### config.mk
export PLATFORM = sky130hd
export DESIGN_NAME = rrf_div
export DESIGN_NICKNAME = d
export VERILOG_FILES = /design/src/sv/rrf_pkg.sv /design/src/sv/rrf_div.sv
export SDC_FILE = /design/constraint.sdc
export NUM_CORES = 1
export LEC_CHECK = 0
export BUFFER_PORTS_ARGS = -buffer_cell sky130_fd_sc_hd__buf_2
export CORE_ASPECT_RATIO = 2
export CORE_MARGIN = 2
export CORE_UTILIZATION = 35
export CTS_CLUSTER_SIZE = 40
export DETAILED_ROUTE_END_ITERATION = 16
export SYNTH_ARGS = -nofsm -noshare
export SYNTH_HDL_FRONTEND = slang
export SYNTH_SLANG_ARGS = --single-unit
### constraint.sdc
create_clock -name aclk -period 2.4 [get_ports aclk]
set_input_delay 0.24 -clock aclk [delete_from_list [all_inputs] [get_ports aclk]]
set_output_delay 0.24 -clock aclk [all_outputs]
set_load 0.01 [all_outputs]
### src/sv/rrf_pkg.sv
// ----------------------------------------------------------------------------
// rrf_pkg
// Shared types and constants for the reciprocal rank fusion block.
// ----------------------------------------------------------------------------
package rrf_pkg;

    localparam int SCORE_BITS = 24;
    localparam int TOPK_BITS = 9;
    localparam int OFFS_BITS = 10;
    localparam int CFG_BITS = 10;
    localparam logic [SCORE_BITS-1:0] SCORE_MAX = 24'hFFFFFF;
    localparam logic [23:0] ONE_Q22 = 24'h400000;
    localparam logic [TOPK_BITS-1:0] DEFAULT_TOP_K = 9'd25;
    localparam logic [TOPK_BITS-1:0] MAX_TOP_K = 9'd256;
    localparam logic [OFFS_BITS-1:0] DEFAULT_OFFSET = 10'd60;

    typedef enum logic [1:0] {
        ACT_ADD   = 2'd0,
        ACT_TAKE  = 2'd1,
        ACT_CLEAR = 2'd2,
        ACT_NONE  = 2'd3
    } action_t;

    localparam logic CFG_TOP_K = 1'b0;
    localparam logic CFG_OFFSET = 1'b1;

    // divider handshake
    typedef struct packed {
        logic        start;
        logic [23:0] dividend;
        logic [10:0] divisor;
    } div_req_t;

endpackage

### src/sv/rrf_div.sv
// ----------------------------------------------------------------------------
// rrf_div
// Restoring divider, one quotient bit per cycle, 24-bit dividend.
// ----------------------------------------------------------------------------
module rrf_div (
    input  logic                  aclk,
    input  logic                  aresetn,
    input  rrf_pkg::div_req_t     req,
    output logic                  done,
    output logic [23:0]           quotient
);
    import rrf_pkg::*;

    logic [23:0] quo_reg, quo_next;
    logic [11:0] rem_reg, rem_next;
    logic [10:0] dvs_reg, dvs_next;
    logic [4:0]  cnt_reg, cnt_next;
    logic        busy_reg, busy_next;
    logic        done_reg, done_next;
    logic [11:0] trial;

    // one shift-subtract step
    always_comb begin
        quo_next  = quo_reg;
        rem_next  = rem_reg;
        dvs_next  = dvs_reg;
        cnt_next  = cnt_reg;
        busy_next = busy_reg;
        done_next = 1'b0;
        trial     = {rem_reg[10:0], quo_reg[23]};
        if (req.start) begin
            quo_next  = req.dividend;
            rem_next  = '0;
            dvs_next  = req.divisor;
            cnt_next  = 5'd0;
            busy_next = 1'b1;
        end else if (busy_reg) begin
            if (trial >= {1'b0, dvs_reg}) begin
                rem_next = trial - {1'b0, dvs_reg};
                quo_next = {quo_reg[22:0], 1'b1};
            end else begin
                rem_next = trial;
                quo_next = {quo_reg[22:0], 1'b0};
            end
            cnt_next = cnt_reg + 5'd1;
            if (cnt_reg == 5'd23) begin
                busy_next = 1'b0;
                done_next = 1'b1;
            end
        end
    end

    always_ff @(posedge aclk) begin
        if (!aresetn) begin
            busy_reg <= 1'b0;
            done_reg <= 1'b0;
            cnt_reg  <= '0;
        end else begin
            busy_reg <= busy_next;
            done_reg <= done_next;
            cnt_reg  <= cnt_next;
        end
        quo_reg <= quo_next;
        rem_reg <= rem_next;
        dvs_reg <= dvs_next;
    end

    assign done = done_reg;
    assign quotient = quo_reg;
endmodule

==> impl_metrics.tcl <==
set metrics [dict create \
    die-area_sq_um 8520 \
    port_buffers 62 \
    place_inst 386 \
    clk_latency_ps 300 \
    cap_violations 0 \
    switching_share_pct 26.9 \
    ir_drop_uv 591 \
    diodes 0 \
    largest_reg_flops 24 \
    drt-vias-per-instance 5.10 \
    p_sw_uw 680 \
    syn_nets 281 \
    drive_gt1_share_pct 39.6 \
    vias 2023 \
    path_clk_slew_ps 70 \
    wl_per_cell_um 14.5 \
    max-clock-path-buffers 2 \
    synth_top_area_share_pct 38.7 \
    power.internal_uw 1850 \
    hold_viol 0 \
    ys_types 47 \
    crit_type "flop to flop" \
    hp-class "input pin to flop" \
    crit_path_max_incr_delay_ps 420 \
    cts_sinks 53 \
    cpMaxStageDelayCell "edfxtp_1" \
    synthTopCellsByArea "edfxtp_1 39%, dfxtp_1 13%, mux2_2 9.9%" \
    power_leakage_uw 0.00141 \
    rows 45 \
    place_hpwl_um 4310 \
    end_kind "flop" \
    min_period_ps 2310 \
    async_reset_ff_share_pct 0 \
    grt_max_degree 25 \
    synth-edff-count 35 \
    yosysTopAreaCell "edfxtp_1" \
    grt_pass1_wl_um 9400 \
    die_x_um 66.3 \
    fin_crit_sh_pct 96.2 \
    routed_wl_um 5770 \
    nNetsFinal 353 \
    coreArea_sq_um 7540 \
    grt_antenna_before_repair 0 \
    critPathMaxFanout 7 \
    clkPwrFrac_pct 32.8 \
    htree_num_levels 2 \
    path_cells "ha_4 -> fa_2 -> nor2b_4 -> o31a_1 -> o21ai_4 -> o21ai_4 -> mux2_4 -> a211oi_2" \
    root_buffer "clkbuf_16" \
    drc 0 \
    cp.arrival_ps 2530 \
    max-slew-margin-rel_pct 63.3 \
    power_frac_comb_pct 23.0 \
    ys_warn_count 0 \
    crit_required_ps 2620 \
    gp_congestion 0.831 \
    critical_path.most_common_cell "o21ai_4" \
    gr-usage-all-layers_pct 14.5 \
    gr-total-overflow 0 \
    finalSetupViolCount 0 \
    p_seq_share_pct 44.2 \
    finClkSkew_ps 10.7 \
    yosysMostFrequentCell "edfxtp_1" \
    max_freq_mhz 433 \
    report.final.slew_viol_count 0 \
    cts_tree "done" \
    seq_area_frac_synth_pct 52.0 \
    firstDrtPassIters 4 \
    start_util_pct 36.0 \
    tightestPinTransition_ps 551 \
    die_h_um 129 \
    cts_buffers 5 \
    synthCells 230 \
    utilization_pct 45.2 \
    power_density_nw_per_um2 741 \
    pre_cts_ws_ps -86.9 \
    ant_nets 0 \
    syn_to_final_growth_pct 25.6 \
    stdcell_count 397 \
    fin_ws_ps 91.4 \
    syn-cell-area_sq_um 2720 \
    status "completed" \
    ys_ff_latch 53 \
    synth.avg_cell_area_sq_um 11.8 \
    drt_iter0_drc 33 \
    ys_top_cells_by_count "35 x edfxtp_1, 24 x mux2_2, 21 x nor2_1" \
    first_global_vias 2045 \
    startpoint_type "flop" \
    synth_flop_cell "edfxtp_1" \
    io_pins 63 \
]
placed cells by master, fill, tap and decap left out, types with 3 or more instances in the layout:
cell type | netlist | final
o21ai_0 | 5 | 5
nand4_1 | 3 | 3
xor2_1 | 3 | 3
buf_4 | 0 | 11
inv_1 | 14 | 13
nand2_1 | 10 | 10
o21a_1 | 3 | 3
a211oi_1 | 7 | 6
nand2b_1 | 5 | 5
o21ai_1 | 3 | 3
a21oi_1 | 7 | 7
nor4_1 | 3 | 3
mux2_2 | 24 | 24
nor2_1 | 21 | 21
ha_1 | 12 | 11
xnor2_1 | 6 | 6
dfxtp_1 | 18 | 18
buf_2 | 1 | 62
clkbuf_16 | 0 | 5
edfxtp_1 | 35 | 35
mux2i_1 | 7 | 7
critical path: cells and delay by family (launching register included):
family / cells / cell delay, ps
compound gates: 4 / 730
fa+ha+maj: 2 / 610
flops: 1 / 420
mux: 1 / 350
simple gates: 1 / 120
cell families after synthesis:
kind of cell / after synthesis / share of synthesized area [%]
simple gates: 59 / 11.8
mux: 32 / 13.1
compound gates: 40 / 10.3
xor+xnor: 9 / 2.90
buf+inv: 24 / 3.64
fa+ha+maj: 13 / 6.26
flops: 53 / 52.0
what timing repair did:
action	CTS	global route
resized for setup	2	7
hold buffers	0	0
setup endpoints to repair	11	12
setup buffers	2	1
endpoints found under the hold margin	0	0
pin swaps	2	6
final timing paths:
kind         startpoint  slack [ps]    endpoint  depth (start not counted)
max reg2reg  dvs_reg[0]          90  rem_reg[0]                          8
max          dvs_reg[0]          90  rem_reg[0]                          8
min              req[9]         110  dvs_reg[9]                          1
min reg2reg  cnt_reg[4]         490        done                          2
cell type report:
| cell class | instances | area, sq um |
|---|---|---|
| flip-flops and latches | 53 | 1410 |
| fillers | 770 | 4130 |
| clock inverters | 3 | 46.3 |
| inverters | 14 | 52.6 |
| multi-input cells | 153 | 1240 |
| clock buffers | 5 | 125 |
| repair buffers | 75 | 415 |
| well taps | 94 | 118 |
metrics by stage:
step | TNS, ps | hold slack (ps) | area (sq um) | power, uW
after global placement | 0 | 416 | 3170 | 1680
after global routing | -4.88 | 105 | 3410 | 2650
final | 0 | 112 | 3410 | 2530
after CTS | 0 | 108 | 3370 | 2540
after floorplan | 0 | 339 | 2720 | 1500
after detailed placement | -498 | 419 | 3170 | 1690
power by group through the flow:
stage | Combinational (uW) | Sequential [uW] | Clock [uW]
CTS | 567 | 1120 | 852
floorplan | 359 | 1150 | 0
detailed placement | 550 | 1140 | 0
global route | 641 | 1130 | 879
global placement | 544 | 1130 | 0
finish | 580 | 1120 | 830
layer usage:
metal,global-route usage [%],routed length (um),up-vias
met5,0,0,-
met4,5.88,141,0
met3,2.45,204,10
met2,27.7,3350,48
met1,14.9,2070,976
li1,-,-,989
Note: power is estimated with default switching activity, not from simulation.
